==> config.mk <==
export PLATFORM = sky130hd
export DESIGN_NAME = bm25_log_cell
export DESIGN_NICKNAME = d
export VERILOG_FILES = /design/src/hdl/bm25_pkg.sv /design/src/hdl/bm25_log_cell.sv
export SDC_FILE = /design/constraint.sdc
export NUM_CORES = 2
export LEC_CHECK = 0
export BUFFER_PORTS_ARGS = -buffer_cell sky130_fd_sc_hd__buf_2
export CORE_UTILIZATION = 30
export CTS_BUF_LIST = sky130_fd_sc_hd__clkbuf_8 sky130_fd_sc_hd__clkbuf_16
export DETAILED_ROUTE_END_ITERATION = 10
export PLACE_DENSITY = 0.5
export SLEW_MARGIN = 5
export SYNTH_ARGS = -nofsm -noshare
export SYNTH_HDL_FRONTEND = slang
export SYNTH_SLANG_ARGS = --single-unit
==> constraint.sdc <==
create_clock -name clk_i -period 20.1 [get_ports clk_i]
set_clock_uncertainty 0.2 [all_clocks]
set_input_delay 4.02 -clock clk_i [delete_from_list [all_inputs] [get_ports clk_i]]
set_output_delay 4.02 -clock clk_i [all_outputs]
set_load 0.005 [all_outputs]
==> src/hdl/bm25_pkg.sv <==
package bm25_pkg;

  typedef struct packed {
    logic [15:0] term_count;
    logic [31:0] doc_freq;
    logic [31:0] doc_length;
    logic [15:0] weight;
  } posting_t;

  typedef struct packed {
    logic [31:0] score;
    logic        rejected;
  } result_t;

  localparam int CFG_IDX_W  = 2;
  localparam int CFG_DATA_W = 32;

  typedef enum logic [CFG_IDX_W-1:0] {
    CFG_K1  = 2'd0,
    CFG_B   = 2'd1,
    CFG_N   = 2'd2,
    CFG_AVG = 2'd3
  } cfg_reg_e;

  localparam int K1_W  = 16;
  localparam int B_W   = 13;
  localparam int AVG_W = 32;

  localparam logic [K1_W-1:0]  K1_RESET  = 16'd4915;
  localparam logic [B_W-1:0]   B_RESET   = 13'd3072;
  localparam logic [31:0]      N_RESET   = 32'd0;
  localparam logic [AVG_W-1:0] AVG_RESET = 32'd256;

  localparam logic [B_W-1:0]   B_ONE     = 13'd4096;
  localparam logic [AVG_W-1:0] AVG_ONE   = 32'd256;
  localparam logic [15:0]      BOOST_ONE = 16'd256;

  // log2 unit
  localparam int NORM_W      = 64;
  localparam int LZ_W        = 6;
  localparam int NORM_STAGES = 6;
  localparam int MANT_W      = 31;
  localparam int LOG_FRAC    = 24;
  localparam int LOG_W       = LZ_W + LOG_FRAC;
  localparam logic [31:0] LN2_Q32 = 32'd2977044472;

  // length ratio len/avg in Q.12, avg is Q.8
  localparam int RATIO_BITS  = 44;
  localparam int RATIO_SHIFT = 20;
  localparam logic [RATIO_BITS-1:0] RATIO_MAX = '1;

  // tf part
  localparam int NRM_W   = 44;
  localparam int NUM_W   = 33;
  localparam int DEN_W   = 61;
  localparam int TF_BITS = 21;

  typedef struct packed {
    logic [NORM_W-1:0] word;
    logic [LZ_W-1:0]   lz;
  } norm_t;

  typedef struct packed {
    logic [MANT_W-1:0] m;
    logic [LOG_W-1:0]  acc;
  } log_t;

endpackage

==> src/hdl/bm25_log_cell.sv <==
module bm25_log_cell import bm25_pkg::*; #(
  parameter int BIT_IDX = 23
) (
  input  logic clk_i,
  input  log_t st_i,
  output log_t st_o
);

  logic [2*MANT_W-1:0] sq;
  logic [MANT_W:0]     top;
  log_t                st_d, st_q;

  always_comb begin
    sq  = (2*MANT_W)'(st_i.m) * (2*MANT_W)'(st_i.m);
    top = sq[2*MANT_W-1:MANT_W-1];
    // square reached [2,4): renormalize and emit a one
    if (top[MANT_W]) begin
      st_d.m = top[MANT_W:1];
    end else begin
      st_d.m = top[MANT_W-1:0];
    end
    st_d.acc = st_i.acc | (LOG_W'(top[MANT_W]) << BIT_IDX);
  end

  always_ff @(posedge clk_i) begin
    st_q <= st_d;
  end

  assign st_o = st_q;

endmodule

After elaboration in Yosys (flattened, before gate mapping)
Index checks and enable logic that the tools add are counted.
Widths: inputs -> output; s select.

operators by class
  mux-type cells = 1
  multipliers = 1
  bitwise logic cells = 1

operator list
  kind            count
  $mul 31x31->62  1
  $mux 30         1
  $or 30x24->30   1

storage, ports and cells
  register bits after elaboration = 61
  output and inout bits = 61
  bits of input ports = 62
  logic and storage cells = 6

Longest topological paths before layout
  word-level depth = 2
  gate-level depth with buffers = 30
  depth with buffers taken out = 26

Worst setup path after synthesis
OpenSTA, ideal clock, no wires.

  path kind = input to register
  from = input port st_i[46] (netlist name)
  to = register st_q (netlist bit st_o[45])
  stages on the path = 25
  data required time = 19777 ps
  arrival time = 11167 ps
  path slack = 8610 ps
  setup time = 123 ps
  buffers on the path = 3
  cells stage by stage = clkbuf_1 clkbuf_1 nand2_1 fa_1 inv_1 fa_1 inv_1 fa_1 fa_1 inv_1 fa_1 fa_1 fa_1 fa_1 ha_1 a21oi_1 o21bai_1 nor2_1 a2111oi_2 a41oi_2 o211ai_2 a31oi_2 xnor2_2 buf_2 mux2_1

RTL lines
  what                  line                 RTL
  from (decl)           bm25_log_cell.sv:5   input log_t st_i,
  to (signal assigned)  bm25_log_cell.sv:26  st_q <= st_d;
  to (decl)             bm25_log_cell.sv:11  log_t st_d, st_q;

==> impl_metrics.ini <==
[status]
status = finished clean

[grt]
overflow = 0
grt_usage_pct = 17.2
first_global_vias = 22100
grt_max_degree = 36
grt_pass1_wl_um = 128000
antenna_found_initial = 1

[final_layout]
final.fill_count = 10100
largest_reg_flops = 61
stdcell_area_mm2 = 0.0310
nNetsFinal = 4180
syn_to_final_growth_pct = 7.89
stdcell_count = 4372
drive_gt1_share_pct = 5.92
antenna_cells = 0

[setup_path]
worstPathRequired_ps = 20110
cp.arrival_ps = 13030
endpoint_kind = register
worstSetupPathType = in2reg
start_kind = primary input
path_max_fanout = 32

[timing]
hold-worst-slack_ps = 3600
tightest_slew_ps = 1290
period_share_pct = 64.8
finalHoldViolCount = 0
fmax_mhz = 76.8
max_slew_margin_pct = 13.3
slew_viol_final = 0
final-setup-viol-count = 0
period_needed_ps = 13020
rsz0062_at_grt = no
tns_ps = 0

[synth]
synth.distinct_cells = 65
synth_ff_type = dfxtp_1
postSynth.asyncResetShare_pct = 0
ys_seq_elements = 61
syn_area_per_cell_um2 = 9.40
synth_nets = 4135
synthCells = 3057
yosysWarningCount = 0
syn_area_mm2 = 0.0287
ys_seq_area_share_pct = 4.25
synth_edf_count = 0

[routing]
firstDrtPassIters = 5
drt_iter0_markers = 916
num_vias = 19500
viasPerCell = 4.47
ant_nets = 0
wirelength_um = 79200
drc = 0
wire_per_inst_um = 18.1

[floorplan]
die_y_um = 312
die-area_mm2 = 0.0970
core-area_mm2 = 0.0950
rows = 113
ios = 123
start_util_pct = 30.2
die_x_um = 312

[placed_design]
dpl_cell_area_mm2 = 0.0307
gp_congestion = 0.938
port_buffers = 122
dpl.hpwl_um = 63200
post-place-cells = 4356

[clock_network]
cts.htree.levels = 3
cts_root_buf = clkbuf_16
cts-buffers-inserted = 9
cts_tree = built
clockBufferDepth = 2
postCtsResizedCells = 0
postCtsSetupBuffers = 0
clkSinkCount = 61
cts.clk_slew.worst_paths_ps = 50
ctsHoldBuffers = 0

[min_path]
hp-class = in2reg
worstHoldPathCells = 1

[flow_run]
drv_cap = 0
final timing paths:
check | from | to | slack [ps]
max | st_i[45] | st_o[44] | 7080
min | st_i[17] | st_o[17] | 3600
placed cells by master, fill, tap and decap left out, drive strengths merged, types with 3 or more instances in the layout:
master / Yosys / routed
nor4: 4 / 4
and3: 7 / 7
clkbuf: 106 / 12
or2: 9 / 9
nor2: 76 / 76
or4: 4 / 4
mux2i: 23 / 23
ha: 269 / 269
mux2: 11 / 11
a31o: 5 / 5
a21oi: 73 / 73
fa: 747 / 747
a41oi: 3 / 3
o31ai: 4 / 4
and2: 189 / 189
o21a: 5 / 5
xor2: 26 / 26
o211ai: 8 / 8
buf: 6 / 146
a21o: 23 / 23
a211o: 3 / 3
a31oi: 7 / 7
a2111oi: 4 / 4
nand4: 21 / 21
o21ai: 32 / 32
nor2b: 7 / 7
o21bai: 9 / 9
nand2: 311 / 311
dfxtp: 61 / 61
xnor2: 30 / 30
nor3: 13 / 13
inv: 913 / 914
nand3: 16 / 16
nand2b: 4 / 4
metal layers:
metal | GRT usage (%) | share of wire, %
met4 | 2.65 | 1.5
met5 | 0 | 0
met1 | 23.7 | 45
met2 | 28.8 | 48
met3 | 2.62 | 5.4
cell usage after synthesis, types with 5 or more instances:
library cell  count  share of area (%)
nand4_1          21               0.46
and2_1          189                4.1
o211ai_1          7               0.18
a31oi_1           6               0.13
o21ai_0          29               0.51
nand2_1         311                4.1
xor2_1           26               0.79
mux2i_1          23               0.80
a21oi_1          73                1.3
nand3_1          16               0.28
ha_1            269                 12
o21a_1            5               0.13
inv_1           913                 12
or2_2             7               0.15
xnor2_1          29               0.88
nor2b_1           7               0.15
mux2_1            8               0.31
clkbuf_1        106                1.4
fa_1            747                 52
nor3_1           13               0.23
dfxtp_1          61                4.2
and3_1            7               0.15
o21bai_1          9               0.24
a21o_1           23               0.60
a31o_2            5               0.15
nor2_1           76               0.99
final cells by class:
type | instances | area [µm²] | area share [%]
clock inverters | 4 | 46.3 | 0.149
clock buffers | 12 | 267 | 0.860
flip-flops and latches | 61 | 1220 | 3.94
inverters | 914 | 3430 | 11.1
repair buffers | 146 | 791 | 2.55
well taps | 1265 | 1580 | 5.10
multi-input cells | 1970 | 23700 | 76.3
worst max-delay path, stage by stage:
cell,delay [ps]
buf_2,80
buf_4,390
clkinv_1,500
nor2_1,330
inv_1,90
fa_1,490
inv_1,50
fa_1,490
inv_1,50
fa_1,470
fa_1,450
inv_1,90
fa_1,440
fa_1,570
fa_1,420
fa_1,480
ha_1,390
a21oi_1,140
o21ai_0,310
nor2_1,110
a2111oi_2,860
a41oi_2,360
o211ai_2,300
a31oi_2,170
xnor2_4,140
buf_4,410
mux2_2,380
cell families after synthesis:
family | Yosys count | synth area share (%)
AO/OA/AOI/OAI | 199 | 4.59
multiplexers | 34 | 1.23
XOR/XNOR | 56 | 1.73
adder cells (fa/ha/maj) | 1016 | 63.7
flip-flops | 61 | 4.25
buffers and inverters | 1026 | 13.4
AND/OR/NAND/NOR | 665 | 11.0
stage by stage:
step / util (%) / setup slack [ps]
after CTS: 32.6 / 7200
after detailed placement: 32.3 / 6880
after global placement: 32.3 / 6910
after floorplan: - / 8610
final: 32.6 / 7080
after global routing: 32.6 / 6660
Power is not shown: default switching activity piles up to over one toggle a cycle in this logic, so the estimate is an artifact.
