## src/hdl/bm25_div_cell.sv

```systemverilog
module bm25_div_cell #(
  parameter int DW = 32,
  parameter int BW = 44,
  parameter int SW = 1
) (
  input  logic          clk_i,
  input  logic [DW-1:0] rem_i,
  input  logic [BW-1:0] bits_i,
  input  logic [DW-1:0] div_i,
  input  logic [SW-1:0] side_i,
  output logic [DW-1:0] rem_o,
  output logic [BW-1:0] bits_o,
  output logic [DW-1:0] div_o,
  output logic [SW-1:0] side_o
);

  logic [DW:0]   trial;
  logic [DW:0]   diff;
  logic          take;
  logic [DW-1:0] rem_d, rem_q;
  logic [BW-1:0] bits_d, bits_q;
  logic [DW-1:0] div_q;
  logic [SW-1:0] side_q;

  // one restoring step, quotient bit shifts in where the dividend bit left
  always_comb begin
    trial  = {rem_i, bits_i[BW-1]};
    diff   = trial - {1'b0, div_i};
    take   = (trial >= {1'b0, div_i});
    rem_d  = take ? diff[DW-1:0] : trial[DW-1:0];
    bits_d = {bits_i[BW-2:0], take};
  end

  always_ff @(posedge clk_i) begin
    rem_q  <= rem_d;
    bits_q <= bits_d;
    div_q  <= div_i;
    side_q <= side_i;
  end

  assign rem_o  = rem_q;
  assign bits_o = bits_q;
  assign div_o  = div_q;
  assign side_o = side_q;

endmodule

```

## config.mk

```make
export PLATFORM = sky130hd
export DESIGN_NAME = bm25_div_cell
export DESIGN_NICKNAME = d
export VERILOG_FILES = /design/src/hdl/bm25_div_cell.sv
export SDC_FILE = /design/constraint.sdc
export NUM_CORES = 1
export LEC_CHECK = 0
export BUFFER_PORTS_ARGS = -buffer_cell sky130_fd_sc_hd__buf_4
export CORE_MARGIN = 1
export CORE_UTILIZATION = 45
export CTS_CLUSTER_SIZE = 12
export DETAILED_ROUTE_END_ITERATION = 16
export PLACE_DENSITY = 0.8
export SLEW_MARGIN = 5
export SYNTH_ARGS = -nofsm -noshare
export SYNTH_HDL_FRONTEND = slang
export SYNTH_SLANG_ARGS = --single-unit
```

## constraint.sdc

```tcl
create_clock -name clk_i -period 3.35 [get_ports clk_i]
set_input_delay 0.67 -clock clk_i [delete_from_list [all_inputs] [get_ports clk_i]]
set_output_delay 0.67 -clock clk_i [all_outputs]
set_load 0.02 [all_outputs]
```

# Word level (Yosys, flattened, before mapping)
# Cells that the tools add are included.
[totals]
ff_bits = 109
latch_bits = 0
ram_bits = 0
rom_bits = 0
inputBits = 110
output_inout_bits = 109
wordCells = 7
n_memories = 0
[classes]
addsub = 1
n_mul = 0
div_mod_pow = 0
magnitude_cmp = 1
eq_ne = 0
n_shift = 0
muxes = 1
bitwise = 0
n_reduce_logical = 0
[ops]
columns = ["operator", "count"]
rows = [
  ["33-bit by 32-bit >= comparator with 1-bit output", 1],
  ["32-bit two-way mux", 1],
  ["32-bit subtractor", 1],
]

# Logic depth before layout (Yosys ltp)
# Gate-level depths: netlist of run 1.
[depth]
depth_word = 2
ltp_mapped = 13
depth_no_buf = 11

# Worst setup path after synthesis of run 1
# Ideal clock, no wire load.
[synth_timing]
path_type = "input port to flip-flop"
from = "input port div_i[23]"
to = "register rem_q[14], in the netlist rem_o[14]"
setup_time_ps = 121
arrival_ps = 2762
setup_slack_ps = 467
cell_stages = 11
path_buffers = 2
path_cell_list = "inv_1 > ha_1 > buf_6 > and3_1 > o21a_1 > a311oi_2 > o21ai_1 > or3b_1 > o21a_1 > buf_6 > mux2_4"
[synth_between]
elab_chain_len = 2
[synth_rtl]
columns = ["item", "line_no", "rtl"]
rows = [
  ["start, declared", "9", "input logic [DW-1:0] div_i,"],
  ["33-bit by 32-bit >= comparator with 1-bit output", "29", "take = (trial >= {1'b0, div_i});"],
  ["32-bit two-way mux", "30", "rem_d = take ? diff[DW-1:0] : trial[DW-1:0];"],
  ["via rem_d[14]", "20", "logic [DW-1:0] rem_d, rem_q;"],
  ["end signal, assigned", "35", "rem_q <= rem_d;"],
  ["end, declared", "20", ""],
]
# The timed path passes the listed nets, and every way through them passes these cells.

# Worst setup path in the final report of run 1
[layout_timing]
from = "input port bits_i[43]"
to = "register rem_q[26], in the netlist rem_o[26]"
[layout_between]
elab_chain_len = 2
elab_cells_between_ends = 3
[layout_rtl]
columns = ["item", "line_no", "rtl"]
rows = [
  ["start, declared", "8", "input logic [BW-1:0] bits_i,"],
  ["32-bit subtractor / 33-bit by 32-bit >= comparator with 1-bit output (equally long branches)", "28, 29", ""],
  ["32-bit two-way mux (*)", "30", ""],
  ["via rem_d[26]", "20", ""],
]
# The timed path passes the listed nets; every way through them passes the cells marked *.

==> metrics.md, run 1 <==
| Metric | Value |
|---|---|
| CP Capture Type | flip-flop |
| Post-synthesis sequential area ratio | 48.4% |
| P&R area growth vs syn | 43.6% |
| Crit Path Class | primary input to flip-flop |
| Die height | 102 um |
| # Post-CTS Setup Buffers | 0 |
| Worst Path Arrival | 3240 ps |
| Area leader, netlist | dfxtp_1 |
| RSZ-0062 raised after global routing | false |
| CTS tree | built |
| IO Count | 219 |
| CP Launch Type | primary input |
| Hold Path End | bits_o[12] |
| Outcome | completed |
| Routability cong. | 0.835 |
| Hold path depth | 1 |
| CTS clk-pin slew, worst paths | 110 ps |
| Most common cell after layout, fill and taps aside | buf_4 |
| PwrDens | 508 mW/mm^2 |
| Leak | 3.22 nW |
| Post-CTS Resized | 0 |
| Die width | 102 um |
| Share of layout cells above drive strength 1 | 37.1% |
| Tmin final | 2980 ps |
| Final hold slack | 374 ps |
| GRT overflow | 0 |
| Critical Path RT | 3620 ps |
| Vias in the first global route | 3,936 |
| Setup TNS | 0 ps |
| Initial antenna violation count | 0 |
| DRT Pass-1 Iters | 4 |
| Hold buffer count at cts | 0 |
| Tot Pwr | 3.29 mW |
| Initial DRC Count | 166 |
| Fin. Hold Viols | 0 |
| Count of endpoints failing setup in the final report | 0 |
| Syn avg cell area | 9.64 um^2 |
| Largest net degree at the start of global routing | 34 |
| Vias | 4,102 |
| Post-DP Area | 0.00627 mm^2 |
| Peak Freq | 336 MHz |
| Clock tree buffer depth | 2 |
| First-pass GRT wire length | 18,700 um |
| Worst VDD drop | 0.000223 V |
| Worst Tran Pin Value | 508 ps |
| DRC | 0 |
| Port bufs | 218 |
| Ys Warns | 0 |
| Yosys cell types | 49 |
| Fin nets | 831 |
| Drt total wl | 12,300 um |
| Via density | 4.97 |
| Antenna diodes | 0 |
| Max-cap violations | 0 |
| Cells after Synth | 468 |
| Worst setup margin | 373 ps |
| Worst slack at placement | 39.4 ps |
| CTS root buf | clkbuf_8 |
| Hold Crit Class | primary input to flip-flop |
| Initial Util | 46.3% |
| Routed WL per cell | 14.9 um |
| Design Area, Final | 0.00647 mm^2 |
| Mapped Nets | 611 |
| Core area | 0.00973 mm^2 |
| Hpwl dp | 9930 um |
| # rows | 36 |
| Seq cells post-synth | 109 |
| H-tree lvl count | 3 |
| Worst Path Max Fanout | 7 |
| Die area | 0.0104 mm^2 |
| CTS buffer count | 9 |
| Post-route antenna net violation count | 0 |
| Crit share post-route | 88.9% |
| Total GRT Usage | 23.0% |
| Share of the synthesized area in the top cell type | 48.4% |
| Final Slew Violations | 0 |
| Worst rel slew slack | 65.9% |
| Cells taking the most area after synthesis | dfxtp_1 48%, ha_1 8.9%, a21oi_1 6.0%, inv_1 3.8%, xnor2_1 3.1% |
| Most frequent cells in the layout | 225 x buf_4, 109 x dfxtp_1, 54 x a21oi_1 |
| Clock Sinks | 109 |
| HP Start | bits_i[11] |
| Post-Syn Area | 0.00451 mm^2 |
## synthesized netlist by cell type, drive strengths merged
cell type  instances
a21oi             55
and2               3
o2111ai            1
and4b              1
clkbuf             6
o21a               6
mux2i              2
a21o               8
nand4              8
and3b              1
or3                2
nand3              8
mux2               8
a211oi             3
a41oi              1
a311oi             1
a21boi             1
o211ai             2
a31oi              2
a2111oi            4
dfxtp            109
nor4               1
a31o               2
o21bai             5
nor2b              2
nor3               3
nand2b             7
fa                 1
xor2              10
a211o              1
or3b               1
xnor2             16
and3               2
or2                2
nor2              37
buf               11
nand4b             2
o21ai             21
nand2             24
o31ai              7
nand3b             1
nor4b              2
inv               46
ha                32
## layout make-up
| cell class | instances | area [um^2] |
|---|---|---|
| multi-input cells | 296 | 2040 |
| repair buffers | 226 | 1710 |
| well taps | 133 | 166 |
| inverters | 46 | 173 |
| clock inverters | 6 | 62.6 |
| fillers | 808 | 3250 |
| flip-flops and latches | 109 | 2180 |
| clock buffers | 10 | 138 |
## through the flow
step	instances	utilization (%)
global placement	810	64.5
floorplan	468	-
finish	826	66.6
CTS	826	66.6
global route	826	66.6
detailed placement	810	64.5
## where the power goes
group	switching [mW]	leakage [nW]	total [mW]	internal, mW
clock network	0.488	0.103	0.800	0.312
registers	0.0389	0.920	1.47	1.43
logic	0.545	2.20	1.02	0.472
total	1.07	3.22	3.29	2.22
## worst max-delay path by stage
stage	startpoint	endpoint	cells past startpoint
after floorplan	div_i[23]	rem_o[14]	11
after global placement	bits_i[43]	rem_o[30]	12
after detailed placement	bits_i[43]	rem_o[30]	12
after CTS	bits_i[43]	rem_o[24]	12
after global routing	bits_i[43]	rem_o[26]	12
final	bits_i[43]	rem_o[26]	12
## worst max-delay path, cell delays in order
cell,delay [ps]
buf_4,80
inv_1,30
ha_1,220
fa_1,410
nor2b_1,190
o2111ai_1,190
a21oi_1,300
o31ai_1,180
a21oi_2,390
a21oi_1,140
o31ai_1,320
o21ai_1,110
## cell families (layout without fill, tap and decap cells)
logic type	Yosys count	count (layout)	synth area share, %
fa+ha+maj	33	33	9.32
flops	109	109	48.4
xor+xnor	26	26	5.05
mux	10	10	3.11
buf+inv	63	288	6.30
compound gates	120	120	16.2
simple gates	107	107	11.6
## per-layer routing
metal	wire length, um	GRT usage (%)	up-vias
met5	0	0	-
met4	300	8.46	0
met3	915	4.58	26
met2	6270	42.5	181
met1	4820	25.9	1863
li1	-	-	2032
## sequential cells by signal (all words and copies together) (netlist names)
name / count
bits_o: 44
div_o: 32
rem_o: 32
side_o: 1
Note: power is estimated with default switching activity, not from simulation.
==> inputs of run 2 (changes only) <==
- BUFFER_PORTS_ARGS: -buffer_cell sky130_fd_sc_hd__buf_4 -> -buffer_cell sky130_fd_sc_hd__buf_2
- CTS_CLUSTER_DIAMETER: default -> 40
==> metrics.md, run 2 (synthesis results as in run 1) <==
| Metric | Value |
|---|---|
| Die width | 102 um |
| Final Util | 60.8% |
| Critical path cell sequence | buf_2 -> inv_1 -> ha_1 -> nand2_1 -> o21a_1 -> a2111oi_0 -> o31ai_1 -> a21oi_2 -> a211oi_1 -> xnor2_1 -> mux2_4 |
| CP Launch Type | primary input |
| Crit Path Class | primary input to flip-flop |
| Die height | 102 um |
| Placed cells | 809 |
| Core area | 0.00973 mm^2 |
| Initial Util | 46.3% |
| Worst VDD drop | 0.000245 V |
| CP bufs+invs | 2 |
| Initial antenna violation count | 0 |
| Drt total wl | 11,200 um |
| Delay-heaviest family, CP | compound AO/OA/AOI/OAI gates |
| Crit share post-route | 85.8% |
| H-tree lvl count | 3 |
| Die area | 0.0104 mm^2 |
| Share of layout cells above drive strength 1 | 36.8% |
| Hold buffer count at cts | 0 |
| Tot Pwr | 3.11 mW |
| DRC | 0 |
| Routability cong. | 0.852 |
| CTS buffer count | 9 |
| Via density | 4.87 |
| Leak | 3.01 nW |
| Largest net degree at the start of global routing | 29 |
| Fin. Hold Viols | 0 |
| Routed WL per cell | 13.6 um |
| GRT overflow | 0 |
| First-pass GRT wire length | 16,900 um |
| IO Count | 219 |
| Non-Filler Instances | 825 |
| Setup TNS | 0 ps |
| Tmin final | 2880 ps |
| Final Slew Violations | 0 |
| CTS root buf | clkbuf_8 |
| PwrDens | 525 mW/mm^2 |
| Crit path max-delay cell type | a2111oi_0 |
| Antenna diodes | 0 |
| Initial DRC Count | 121 |
| Clock tree buffer depth | 2 |
| RSZ-0062 raised after global routing | false |
| Worst Path Arrival | 3150 ps |
| Worst Tran Pin Value | 495 ps |
| Max-cap violations | 0 |
| Most frequent cells in the layout | 218 x buf_2, 109 x dfxtp_1, 54 x a21oi_1 |
| Count of endpoints failing setup in the final report | 0 |
| Outcome | completed |
| Vias | 4,016 |
| Post-route antenna net violation count | 0 |
| Final hold slack | 381 ps |
| Critical path depth in cells | 11 |
| CP peak stage delay | 480 ps |
| Port bufs | 218 |
| Worst rel slew slack | 66.2% |
| # rows | 36 |
| Vias in the first global route | 3,748 |
| CTS clk-pin slew, worst paths | 100 ps |
| Clock Sinks | 109 |
| Peak Freq | 348 MHz |
| Fillcell total | 855 |
| P&R area growth vs syn | 31.2% |
| Fin nets | 830 |
| Hpwl dp | 9250 um |
| Total GRT Usage | 20.9% |
| Worst Path Max Fanout | 7 |
| Critical Path RT | 3620 ps |
| Hold path depth | 1 |
| DRT Pass-1 Iters | 4 |
| CTS tree | built |
| Hold Crit Class | primary input to flip-flop |
| # Post-CTS Setup Buffers | 0 |
| Post-CTS Resized | 0 |
| Most common cell after layout, fill and taps aside | buf_2 |
| Max FFs per register | 44 |
| CP Capture Type | flip-flop |
[run 2: metal layers]
layer  vias up  share of wire (%)  global-route usage (%)
met5         -                  0                       0
met4         0                2.6                    10.0
met3        20                5.8                    3.56
met2       155                 52                    39.5
met1      1801                 40                    22.5
li1       2040                  -                       -
[run 2: final timing paths]
kind / startpoint / end
worst max-delay path: div_i[13] / rem_o[30]
worst min-delay path: bits_i[18] / bits_o[19]
[run 2: power breakdown]
part | internal, mW | switching [mW] | total (mW) | leakage, nW
clock | 0.283 | 0.457 | 0.740 | 0.0865
combinational | 0.365 | 0.537 | 0.901 | 2.01
sequential | 1.43 | 0.0319 | 1.47 | 0.920
[run 2: cell type report]
cell class	instances	area (um^2)	share of cell area, %
Clock buffer	10	128	2.16
Clock inverter	6	55.1	0.930
Inverter	46	173	2.92
Multi-Input combinational cell	296	2040	34.6
Sequential cell	109	2180	36.9
Tap cell	133	166	2.81
Timing Repair Buffer	225	1170	19.8
[run 2: metrics by stage]
stage / worst slack, ps / area, um^2
2_1_floorplan: 467 / 4510
3_3_place_gp: 194 / 5730
3_5_place_dp: 68.0 / 5730
4_1_cts: 469 / 5920
5_1_grt: 271 / 5920
6_report: 475 / 5920
==> inputs of run 3 (changes only) <==
- clock period: 3.35 -> 3 ns (I/O delays scaled with it)
==> metrics.md, run 3 (synthesis results as in run 1) <==
| Metric | Value |
|---|---|
| Pint | 2.38 mW |
| Critical Path RT | 3270 ps |
| Initial antenna violation count | 0 |
| Initial DRC Count | 156 |
| Die width | 102 um |
| IO Count | 219 |
| CTS clk-pin slew, worst paths | 110 ps |
| Total GRT Usage | 22.0% |
| Drt total wl | 11,800 um |
| Leak | 3.21 nW |
| Initial Util | 46.3% |
| Most common cell after layout, fill and taps aside | buf_2 |
| # Post-CTS Setup Buffers | 0 |
| Worst Path Max Fanout | 9 |
| Hold Path End | side_o |
| Final Slew Violations | 0 |
| CP Capture Type | flip-flop |
| PwrDens | 573 mW/mm^2 |
| Tot Pwr | 3.56 mW |
| Flop pwr share | 46.0% |
| CTS buffer count | 9 |
| P&R area growth vs syn | 37.8% |
| # rows | 36 |
| Fin. Hold Viols | 0 |
| Hold path depth | 1 |
| Routability cong. | 0.873 |
| Tmin final | 2780 ps |
| Die height | 102 um |
| Comb power frac | 30.5% |
| Net Sw Power | 1.18 mW |
| Post-CTS Resized | 0 |
| Worst Tran Pin Value | 463 ps |
| Max-cap violations | 0 |
| Clock tree buffer depth | 2 |
| Clock Sinks | 109 |
| DRC | 0 |
| Crit share post-route | 92.6% |
| Share of layout cells above drive strength 1 | 40.4% |
| Crit Path Class | primary input to flip-flop |
| CTS root buf | clkbuf_8 |
| Vias | 4,210 |
| First-pass GRT wire length | 18,000 um |
| Share of total power in the clock network | 23.6% |
| Vias in the first global route | 4,054 |
| Antenna diodes | 0 |
| Fin nets | 869 |
| Port bufs | 218 |
| H-tree lvl count | 3 |
| Routed WL per cell | 13.7 um |
| RSZ-0062 raised after global routing | false |
| Via density | 4.88 |
| CP Launch Type | primary input |
| Hold Crit Class | primary input to flip-flop |
| HP Start | side_i |
| Most frequent cells in the layout | 218 x buf_2, 109 x dfxtp_1, 54 x a21oi_1 |
| Core area | 0.00973 mm^2 |
| Hpwl dp | 9700 um |
| Largest net degree at the start of global routing | 20 |
| CTS tree | built |
| Setup TNS | 0 ps |
| Final Util | 63.9% |
| Worst VDD drop | 0.000310 V |
| Net Sw Frac | 33.2% |
| Fillcell total | 821 |
| Post-route antenna net violation count | 0 |
| Max FFs per register | 44 |
| GRT overflow | 0 |
| Die area | 0.0104 mm^2 |
| Hold buffer count at cts | 0 |
| DRT Pass-1 Iters | 4 |
| Count of endpoints failing setup in the final report | 0 |
| Outcome | completed |
| Worst Path Arrival | 3050 ps |
| Peak Freq | 360 MHz |
| Worst rel slew slack | 68.9% |
-- run 3: cell types whose count changed in the layout (fill, tap and decap cells not counted), sizes merged --
cell / delta
clkinvlp: -1
clkbuf: -1
buf: +39
inv: +1
-- run 3: power groups by stage --
| stage | combinational (mW) | clock [mW] | sequential (mW) |
|---|---|---|---|
| 2_1_floorplan | 0.460 | 0 | 1.87 |
| 5_1_grt | 1.18 | 0.917 | 1.65 |
| 6_report | 1.09 | 0.840 | 1.64 |
| 3_5_place_dp | 1.08 | 0 | 1.67 |
| 3_3_place_gp | 1.05 | 0 | 1.67 |
| 4_1_cts | 1.09 | 0.854 | 1.64 |
-- run 3: how the worst max path moves through the flow --
stage                   start        end  slack, ps
floorplan           div_i[23]  rem_o[14]        190
global placement    rem_i[11]  rem_o[31]       -130
detailed placement  rem_i[22]  rem_o[31]       -170
CTS                 rem_i[22]  rem_o[31]        220
global route        div_i[23]  rem_o[14]         40
finish              div_i[23]  rem_o[23]        220
-- run 3: area by class of cell --
type | count | area (um^2) | area share [%]
timing repair buffer | 264 | 1460 | 23.5
multi-input combinational | 296 | 2050 | 33.0
clock inverter | 6 | 56.3 | 0.906
inverter | 46 | 173 | 2.78
sequential | 109 | 2180 | 35.1
clock buffer | 9 | 124 | 1.99
tap | 133 | 166 | 2.68
-- run 3: through the flow --
| stage | instance area [um^2] | setup slack, ps | hold slack (ps) | cells |
|---|---|---|---|---|
| floorplan | 4510 | 187 | 628 | 468 |
| global placement | 6030 | -125 | 703 | 848 |
| detailed placement | 6030 | -167 | 704 | 848 |
| CTS | 6210 | 216 | 308 | 863 |
| global route | 6210 | 36.4 | 301 | 863 |
| finish | 6210 | 221 | 316 | 863 |
-- run 3: critical path, stage by stage --
cell and delay, ps:
buf_2 80, inv_1 30, ha_1 390, and3_1 370
nand4_1 190, nor4b_1 370, buf_4 180, a21o_1 140
o21a_2 190, buf_4 190, mux2_4 310
-- run 3: layer usage --
layer,wire [um],vias up,global-route usage [%]
li1,-,2119,-
met1,4740,1921,24.2
met2,6190,148,42.1
met3,595,22,2.53
met4,272,0,10.2
met5,0,-,0
