--- config.mk ---
export PLATFORM = sky130hd
export DESIGN_NAME = bm25_norm_cell
export DESIGN_NICKNAME = d
export VERILOG_FILES = /design/src/hdl/bm25_pkg.sv /design/src/hdl/bm25_norm_cell.sv
export SDC_FILE = /design/constraint.sdc
export NUM_CORES = 1
export LEC_CHECK = 0
export BUFFER_PORTS_ARGS = -buffer_cell sky130_fd_sc_hd__buf_2
export CORE_ASPECT_RATIO = 0.9
export CORE_UTILIZATION = 30
export DETAILED_ROUTE_END_ITERATION = 8
export PLACE_DENSITY = 0.65
export SYNTH_ARGS = -nofsm -noshare
export SYNTH_HDL_FRONTEND = slang
export SYNTH_SLANG_ARGS = --single-unit
export TNS_END_PERCENT = 50
--- constraint.sdc ---
create_clock -name clk_i -period 2.9 [get_ports clk_i]
set_input_delay 0.145 -clock clk_i [delete_from_list [all_inputs] [get_ports clk_i]]
set_output_delay 0.145 -clock clk_i [all_outputs]
set_load 0.02 [all_outputs]
--- src/hdl/bm25_pkg.sv ---
package bm25_pkg;

  typedef struct packed {
    logic [15:0] term_count;
    logic [31:0] doc_freq;
    logic [31:0] doc_length;
    logic [15:0] weight;
  } posting_t;

  typedef struct packed {
    logic [31:0] score;
    logic        rejected;
  } result_t;

  localparam int CFG_IDX_W  = 2;
  localparam int CFG_DATA_W = 32;

  typedef enum logic [CFG_IDX_W-1:0] {
    CFG_K1  = 2'd0,
    CFG_B   = 2'd1,
    CFG_N   = 2'd2,
    CFG_AVG = 2'd3
  } cfg_reg_e;

  localparam int K1_W  = 16;
  localparam int B_W   = 13;
  localparam int AVG_W = 32;

  localparam logic [K1_W-1:0]  K1_RESET  = 16'd4915;
  localparam logic [B_W-1:0]   B_RESET   = 13'd3072;
  localparam logic [31:0]      N_RESET   = 32'd0;
  localparam logic [AVG_W-1:0] AVG_RESET = 32'd256;

  localparam logic [B_W-1:0]   B_ONE     = 13'd4096;
  localparam logic [AVG_W-1:0] AVG_ONE   = 32'd256;
  localparam logic [15:0]      BOOST_ONE = 16'd256;

  // log2 unit
  localparam int NORM_W      = 64;
  localparam int LZ_W        = 6;
  localparam int NORM_STAGES = 6;
  localparam int MANT_W      = 31;
  localparam int LOG_FRAC    = 24;
  localparam int LOG_W       = LZ_W + LOG_FRAC;
  localparam logic [31:0] LN2_Q32 = 32'd2977044472;

  // length ratio len/avg in Q.12, avg is Q.8
  localparam int RATIO_BITS  = 44;
  localparam int RATIO_SHIFT = 20;
  localparam logic [RATIO_BITS-1:0] RATIO_MAX = '1;

  // tf part
  localparam int NRM_W   = 44;
  localparam int NUM_W   = 33;
  localparam int DEN_W   = 61;
  localparam int TF_BITS = 21;

  typedef struct packed {
    logic [NORM_W-1:0] word;
    logic [LZ_W-1:0]   lz;
  } norm_t;

  typedef struct packed {
    logic [MANT_W-1:0] m;
    logic [LOG_W-1:0]  acc;
  } log_t;

endpackage

--- src/hdl/bm25_norm_cell.sv ---
module bm25_norm_cell import bm25_pkg::*; #(
  parameter int SH = 32
) (
  input  logic  clk_i,
  input  norm_t st_i,
  output norm_t st_o
);

  norm_t st_d, st_q;
  logic  top_zero;

  always_comb begin
    top_zero = (st_i.word[NORM_W-1 -: SH] == '0);
    st_d     = st_i;
    if (top_zero) begin
      st_d.word = st_i.word << SH;
      st_d.lz   = st_i.lz + LZ_W'(SH);
    end
  end

  always_ff @(posedge clk_i) begin
    st_q <= st_d;
  end

  assign st_o = st_q;

endmodule

# Yosys cells after proc, flatten, opt, wreduce, memory -nomap -nowiden
# Index checks and enable logic that the tools add are counted.
# totals
reg_bits	70
latch_bits	0
ram_bits	0
romBits	0
input_bits	71
output_inout_bits	70
word_cells	6
memories	0
# classes
addsub	1
mul	0
n_div	0
magnitude_cmp	0
n_eq_ne	0
shifts	0
n_mux	1
bitwise_logic	0
n_reduce_logical	1
# ops
operator	n
$mux W70	1
$logic_not A32 Y1	1
$add A6 B6 Y6 const B	1

# Depth between registers and ports, before layout
# Gate-level depths: netlist of the first run.
# logic_depth
ltp_word	2
ltp_mapped	6
ltp_nobuf	4

# Worst setup path before layout of the first run
# OpenSTA, ideal clock, no wires.
# synth_path
kind	input-to-reg
start	input st_i[59] in the netlist's numbering
end	register st_q, in the netlist st_o[5]
setup_time_ns	0.068
t_arrival_ns	1.049
required_time_ns	2.832
slack_ns	1.783
cell_stages	6
n_path_buf	2
cell_sequence	nor4_1 nand4_1 nor2_2 buf_6 buf_6 xor2_2
# synth_rtl
item	line	text
start, declared	bm25_norm_cell.sv:5	input norm_t st_i,
end signal, assigned	bm25_norm_cell.sv:22	st_q <= st_d;
end, declared	bm25_norm_cell.sv:9	norm_t st_d, st_q;

==> metrics.yaml, run 1 <==
ios: 141
status: "finished clean"
whs_path_depth: 2
min-delay-start: "st_i[21]"
p_leak_uw: 0.00184
wirelength_mm: 5.49
drc: 0
antenna_cells: 0
maxSlewViolCount: 0
port_buffers: 140
postRouteAntennaNets: 0
drive_gt1_share_pct: 43.9
power_uw: 2180
vias_per_cell: 4.05
rsz0062_at_grt: "false"
drtIter0Drc: 42
synth_cell_types: 10
ys_seq_area_share_pct: 70.4
fmax_mhz: 379
finalCritPeriodShare_pct: 91.1
grt_pass1_vias: 1846
die_x_um: 87.9
post-route-min-period_ns: 2.64
path_clk_slew_ns: 0.07
num_vias: 1819
grt_util_all_layers_pct: 16.6
cts_setup_buffers: 0
hold_path.class: "input port to flip-flop"
antenna_found_initial: 0
cts.path.max_buffers: 2
cts_buffers: 9
wire_per_inst_um: 12.2
cts.sinks: 70
grt_max_degree: 43
yosysWarnings: 0
die_h_um: 79.3
ys_seq_elements: 70
firstDrtPassIters: 4
crit_type: "input port to flip-flop"
htree_levels: 3
grt_pass1_wl_mm: 8.45
synth_cells: 153
synth.avg_cell_area_um2: 13.0
critPathMaxFanout: 42
nets: 428
cp.required_ns: 3.17
postCtsHoldBufs: 58
crit_arrival_ns: 2.92
start_util_pct: 31.9
cap_viol_max_count: 0
finalHoldViolCount: 0
critPathCaptureType: "flip-flop"
cts-root-buf: "clkbuf_8"
die_area_um2: 6970
syn_area_um2: 1990
layout_commonest_cell: "buf_2"
fillerInstances: 562
peakVddDrop_uv: 422
setup_viol: 0
p_per_area_nw_per_um2: 609
min_to: "st_o[53]"
area_growth_pct: 80.0
worst_pin_slew_ns: 0.543
overflow: 0
startpoint_type: "input port"
dp_hpwl_mm: 3.54
post_cts_resized: 0
slew-limit-headroom_pct: 63.7
std_cell_rows: 27
whs_ns: 0.0181
tritoncts: "yes"
gp_congestion: 0.716
final_cell_mix: "buf_2 (140), dfxtp_1 (70), dlygate4sd3_1 (59), a21o_1 (32), nor2b_1 (32)"
fin_tns_setup_ns: 0
synth_nets: 224
largest_reg_flops: 70
coreArea_um2: 6250
-- synthesized netlist by cell type (all sizes together) --
cell type / n / share of area, %
dfxtp: 70 / 70
a21o: 32 / 12
nor2b: 32 / 10
nor4: 8 / 2.5
buf: 6 / 3.0
nand4: 2 / 0.63
clkbuf: 1 / 0.25
nor2: 1 / 0.31
xor2: 1 / 0.82
-- worst max path at each step --
stage	from	end	slack [ns]	cells past startpoint
3_3_place_gp	st_i[56]	st_o[5]	0.96	6
3_5_place_dp	st_i[56]	st_o[5]	0.97	6
4_1_cts	st_i[56]	st_o[38]	0.25	8
2_1_floorplan	st_i[59]	st_o[5]	1.78	6
6_report	st_i[51]	st_o[38]	0.26	8
5_1_grt	st_i[51]	st_o[67]	0.06	8
-- critical path, stage by stage --
cell	delay [ns]
dlygate4sd3_1	0.55
buf_2	0.13
nor4_1	0.42
nand4_1	0.21
nor2_4	0.47
buf_12	0.28
a21o_1	0.14
dlygate4sd3_1	0.54
-- routing by layer --
layer,GRT usage (%),wire length [µm],part of all wire (%)
met2,29.9,2870,52
met1,16.6,2050,37
met4,5.41,81,1.5
met3,8.00,488,8.9
met5,0,0,0
-- through the flow --
step / utilization (%) / setup slack [ns] / std cells / cell area [µm²]
after global routing: 57.4 / 0.0572 / 449 / 3580
final: 57.4 / 0.259 / 449 / 3580
after CTS: 57.2 / 0.249 / 448 / 3570
after floorplan: - / 1.78 / 153 / 1990
after detailed placement: 44.2 / 0.969 / 374 / 2760
after global placement: 44.2 / 0.964 / 374 / 2760
-- cell families after synthesis --
| logic type | count (synthesis) | share of synthesized area (%) |
|---|---|---|
| buffers and inverters | 7 | 3.27 |
| AND/OR/NAND/NOR | 43 | 13.5 |
| flip-flops | 70 | 70.4 |
| AO/OA/AOI/OAI | 32 | 12.1 |
| XOR/XNOR | 1 | 0.817 |
-- where the power goes --
group          internal, µW  switching, µW
clock network           531            352
logic                   144            133
registers              1010           11.0
-- layout make-up --
class,count,area (µm²),area share [%]
Timing Repair Buffer,200,1310,36.6
Tap cell,87,109,3.04
Sequential cell,70,1400,39.1
Clock buffer,11,151,4.22
Clock inverter,5,81.3,2.27
Multi-Input combinational cell,76,531,14.8
Note: power is estimated with default switching activity, not from simulation.
==> run 2, diff against run 1 <==
==> constraint.sdc (replaced) <==
create_clock -name clk_i -period 2.6 [get_ports clk_i]
set_input_delay 0.13 -clock clk_i [delete_from_list [all_inputs] [get_ports clk_i]]
set_output_delay 0.13 -clock clk_i [all_outputs]
set_load 0.02 [all_outputs]
==> metrics.yaml, run 2 (synthesized netlist as in run 1, its figures left out) <==
status: "finished clean"  # unchanged
area_growth_pct: 84.4  # was 80.0%
setup_viol: 0  # unchanged
ios: 141  # unchanged
wirelength_mm: 5.67  # was 5.49 mm
finalHoldViolCount: 0  # unchanged
cap_viol_max_count: 0  # unchanged
min-delay-start: "st_i[9]"  # was st_i[21]
final_cell_mix: "buf_2 (140), dfxtp_1 (70), dlygate4sd3_1 (69), a21o_1 (32), nor2b_1 (32)"  # was buf_2 (140), dfxtp_1 (70), dlygate4sd3_1 (59), a21o_1 (32), nor2b_1 (32)
dp_hpwl_mm: 3.56  # was 3.54 mm
cts-root-buf: "clkbuf_8"  # unchanged
die_area_um2: 6970  # unchanged
crit_type: "input port to flip-flop"  # unchanged
slew-limit-headroom_pct: 67.2  # was 63.7%
rsz0062_at_grt: "false"  # unchanged
hold_path.class: "input port to flip-flop"  # unchanged
critPathMaxFanout: 42  # unchanged
startpoint_type: "input port"  # unchanged
firstDrtPassIters: 4  # unchanged
min_to: "st_o[9]"  # was st_o[53]
fin_tns_setup_ns: 0  # unchanged
peakVddDrop_uv: 318  # was 422 µV
cts.sinks: 70  # unchanged
std_cell_rows: 27  # unchanged
grt_util_all_layers_pct: 16.9  # was 16.6%
crit_start: "st_i[52]"  # was st_i[51]
grt_pass1_vias: 1971  # was 1,846
antenna_cells: 0  # unchanged
path_clk_slew_ns: 0.07  # about the same
fillerInstances: 550  # was 562
whs_path_depth: 2  # unchanged
combPwrFrac_pct: 13.3  # was 12.7%
drc: 0  # unchanged
crit_arrival_ns: 2.67  # was 2.92 ns
port_buffers: 140  # unchanged
largest_reg_flops: 70  # unchanged
p_clk_share_pct: 39.5  # was 40.5%
vias_per_cell: 4.07  # was 4.05
critPathCaptureType: "flip-flop"  # unchanged
maxSlewViolCount: 0  # unchanged
die_x_um: 87.9  # unchanged
drive_gt1_share_pct: 42.9  # was 43.9%
finalCritPeriodShare_pct: 92.2
coreArea_um2: 6250  # unchanged
wire_per_inst_um: 12.3  # was 12.2 µm
fmax_mhz: 417
postRouteAntennaNets: 0  # unchanged
overflow: 0  # unchanged
power.switching_uw: 554  # was 496 µW
grt_pass1_wl_mm: 8.65  # was 8.45 mm
cts.path.max_buffers: 2  # unchanged
post-route-min-period_ns: 2.40
start_util_pct: 31.9  # unchanged
htree_levels: 3  # unchanged
cts_buffers: 9  # unchanged
p_int_uw: 1860  # was 1690 µW
drtIter0Drc: 20  # was 42
tritoncts: "yes"  # unchanged
die_h_um: 79.3  # unchanged
seq_power_share_pct: 47.2  # was 46.9%
fin_util_pct: 58.8  # was 57.4%
num_vias: 1873  # was 1,819
antenna_found_initial: 0  # unchanged
worst_pin_slew_ns: 0.488  # was 0.543 ns
layout_commonest_cell: "buf_2"  # unchanged
p_per_area_nw_per_um2: 658  # was 609 nW/µm²
cp.required_ns: 2.88  # was 3.17 ns
p_leak_uw: 0.00188  # was 0.00184 µW
nets: 439  # was 428
power.share.switching_pct: 22.9  # was 22.7%
cts_setup_buffers: 0  # unchanged
gp_congestion: 0.700  # was 0.716
grt_max_degree: 43  # unchanged
==> run 2: cell types whose count changed in the layout (fill, tap and decap cells not counted) <==
cell	change
clkinv_4	-1
clkinvlp_4	+1
buf_4	+1
buf_6	+1
buf_12	-1
clkinv_2	+1
dlygate4sd3_1	+10
clkbuf_8	-1
==> run 2: worst max-delay path by stage <==
stage	to	cells after the start
after floorplan	st_o[5]	6
after global placement	st_o[5]	6
after detailed placement	st_o[5]	6
after CTS	st_o[67]	8
after global routing	st_o[47]	8
final	st_o[47]	8
==> run 2: power groups by stage <==
| stage | clock network, µW | registers (µW) | logic, µW |
|---|---|---|---|
| final | 953 | 1140 | 322 |
| after global routing | 1040 | 1150 | 345 |
| after CTS | 988 | 1140 | 318 |
| after detailed placement | 0 | 1170 | 239 |
| after global placement | 0 | 1170 | 237 |
| after floorplan | 0 | 1240 | 36.2 |
==> run 2: cell type report <==
type | instances | area (µm²) | share of cell area, %
Timing Repair Buffer | 211 | 1410 | 38.4
Sequential cell | 70 | 1400 | 38.1
Multi-Input combinational cell | 76 | 531 | 14.4
Clock buffer | 10 | 138 | 3.75
Tap cell | 87 | 109 | 2.96
Clock inverter | 6 | 85.1 | 2.32
==> run 2: stage by stage <==
stage | instances | hold slack, ns | instance area, µm² | total power (µW) | worst slack, ns
global placement | 375 | 0.234 | 2760 | 1400 | 0.803
finish | 460 | 0.0159 | 3670 | 2420 | 0.202
floorplan | 153 | 0.158 | 1990 | 1280 | 1.50
global route | 460 | 0.00827 | 3670 | 2530 | 0.0338
CTS | 460 | 0.000296 | 3670 | 2450 | 0.0844
detailed placement | 375 | 0.234 | 2760 | 1410 | 0.818
==> run 2: critical path: stages <==
cell           delay (ns)
dlygate4sd3_1        0.54
buf_2                0.13
nor4_1               0.46
nand4_1              0.23
nor2_4               0.14
buf_6                0.30
a21o_1               0.18
dlygate4sd3_1        0.56
==> run 2: what timing repair did <==
action | in CTS | in global routing
gates resized for setup | 0 | 1
endpoints found under the hold margin | 38 | 0
endpoints found under the setup margin | 0 | 21
hold buffers | 69 | 0
==> run 2: routing by layer <==
layer | share of wire (%) | GRT usage (%)
met4 | 2.2 | 7.54
met3 | 7.6 | 6.55
met2 | 51 | 30.1
met1 | 39 | 17.2
met5 | 0 | 0
==> run 3, diff against run 2 <==
--- a/config.mk
+++ b/config.mk
@@ -9,6 +9,7 @@
 export CORE_ASPECT_RATIO = 0.9
 export CORE_UTILIZATION = 30
 export DETAILED_ROUTE_END_ITERATION = 8
+export GPL_TIMING_DRIVEN = 0
 export PLACE_DENSITY = 0.65
 export SYNTH_ARGS = -nofsm -noshare
 export SYNTH_HDL_FRONTEND = slang
==> metrics.yaml, run 3 (synthesized netlist as in run 1, its figures left out) <==
status: "finished clean"  # unchanged
grt_pass1_wl_mm: 9.36  # was 8.65 mm
p_leak_uw: 0.00190  # was 0.00188 µW
post_cts_resized: 0  # unchanged
finalHoldViolCount: 0  # unchanged
cts.path.max_buffers: 2  # unchanged
overflow: 0  # unchanged
fmax_mhz: 433  # was 417 MHz
drtIter0Drc: 23  # was 20
post-place-ws_ns: 0.989  # was 0.818 ns
fin_tns_setup_ns: 0  # unchanged
rsz0062_at_grt: "false"  # unchanged
gp_congestion: 0.736  # was 0.700
dp_hpwl_mm: 3.86  # was 3.56 mm
maxSlewViolCount: 0  # unchanged
vias_per_cell: 4.18  # was 4.07
firstDrtPassIters: 4  # unchanged
postRouteAntennaNets: 0  # unchanged
cts_setup_buffers: 0  # unchanged
crit_type: "input port to flip-flop"  # unchanged
layout_commonest_cell: "buf_2"  # unchanged
seq_power_share_pct: 50.2  # was 47.2%
grt_util_all_layers_pct: 18.2  # was 16.9%
post-route-min-period_ns: 2.31  # was 2.40 ns
start_util_pct: 31.9  # unchanged
cts_buffers: 9  # unchanged
num_vias: 1946  # was 1,873
finalCritPeriodShare_pct: 88.9  # was 92.2%
critPathMaxFanout: 10  # was 42
drc: 0  # unchanged
power.switching_uw: 539  # was 554 µW
htree_levels: 3  # unchanged
peakVddDrop_uv: 331  # was 318 µV
final_cell_mix: "buf_2 (140), dfxtp_1 (70), dlygate4sd3_1 (69), a21o_1 (32), nor2b_1 (32)"  # unchanged
crit_arrival_ns: 2.58  # was 2.67 ns
grt_pass1_vias: 2089  # was 1,971
p_int_uw: 1740  # was 1860 µW
port_buffers: 140  # unchanged
cap_viol_max_count: 0  # unchanged
cts.sinks: 70  # unchanged
power_uw: 2280  # was 2420 µW
startpoint_type: "input port"  # unchanged
worst_pin_slew_ns: 0.481  # was 0.488 ns
std_cell_rows: 27  # unchanged
antenna_cells: 0  # unchanged
die_area_um2: 6970  # unchanged
timing.final.ws_setup_ns: 0.289  # was 0.202 ns
p_clk_share_pct: 35.7  # was 39.5%
coreArea_um2: 6250  # unchanged
postCtsHoldBufs: 67  # was 69
tritoncts: "yes"  # unchanged
cp.required_ns: 2.87  # was 2.88 ns
combPwrFrac_pct: 14.1  # was 13.3%
ios: 141  # unchanged
critPathCaptureType: "flip-flop"  # unchanged
path_clk_slew_ns: 0.07  # about the same
cts-root-buf: "clkbuf_8"  # unchanged
setup_viol: 0  # unchanged
grt_max_degree: 12  # was 43
hold_path.class: "input port to flip-flop"  # unchanged
whs_ns: 0.0229  # was 0.0159 ns
die_x_um: 87.9  # unchanged
area_growth_pct: 84.4  # unchanged
largest_reg_flops: 70  # unchanged
die_h_um: 79.3  # unchanged
nets: 444  # was 439
wire_per_inst_um: 12.9  # was 12.3 µm
drive_gt1_share_pct: 43.1  # was 42.9%
power.share.switching_pct: 23.7  # was 22.9%
antenna_found_initial: 0  # unchanged
p_per_area_nw_per_um2: 620  # was 658 nW/µm²
wirelength_mm: 6.02  # was 5.67 mm
slew-limit-headroom_pct: 67.7  # was 67.2%
## run 3: final timing paths
kind	startpoint	endpoint	slack [ns]	cells past startpoint
max	st_i[56]	st_o[49]	0.29	9
min	st_i[23]	st_o[23]	0.02	2
## run 3: stage by stage
| stage | instance area [µm²] | utilization (%) | instances |
|---|---|---|---|
| floorplan | 1990 | - | 153 |
| global placement | 2800 | 44.8 | 380 |
| detailed placement | 2800 | 44.8 | 380 |
| CTS | 3650 | 58.5 | 463 |
| global route | 3670 | 58.8 | 465 |
| finish | 3670 | 58.8 | 465 |
## run 3: layout make-up
class                   instances  area [µm²]
well taps                      87         109
repair buffers                209        1390
plain buffers                   7        65.1
multi-input cells              76         526
clock buffers                  11         131
clock inverters                 5        50.0
flip-flops and latches         70        1400
fillers                       544        2580
## run 3: power groups by stage
stage | Sequential, µW | Combinational [µW] | Clock (µW)
floorplan | 1240 | 36.2 | 0
global placement | 1160 | 236 | 0
detailed placement | 1170 | 239 | 0
CTS | 1140 | 316 | 842
global route | 1150 | 345 | 887
finish | 1140 | 322 | 813
## run 3: metal layers
layer  routed length [µm]  share of wire, %  vias to the layer above  GRT usage [%]
li1                     -                 -                      952              -
met1                 2290                38                      900           17.6
met2                 3160                53                       85           33.6
met3                  505               8.4                        9           8.21
met4                   65               1.1                        0           6.39
met5                    0                 0                        -              0
## run 3: worst max-delay path: stages
cell and delay (ns):
dlygate4sd3_1 0.54, buf_2 0.13, nor4_1 0.46, nand4_1 0.17
nor2_2 0.16, buf_6 0.16, buf_6 0.15, a21o_1 0.12
dlygate4sd3_1 0.54
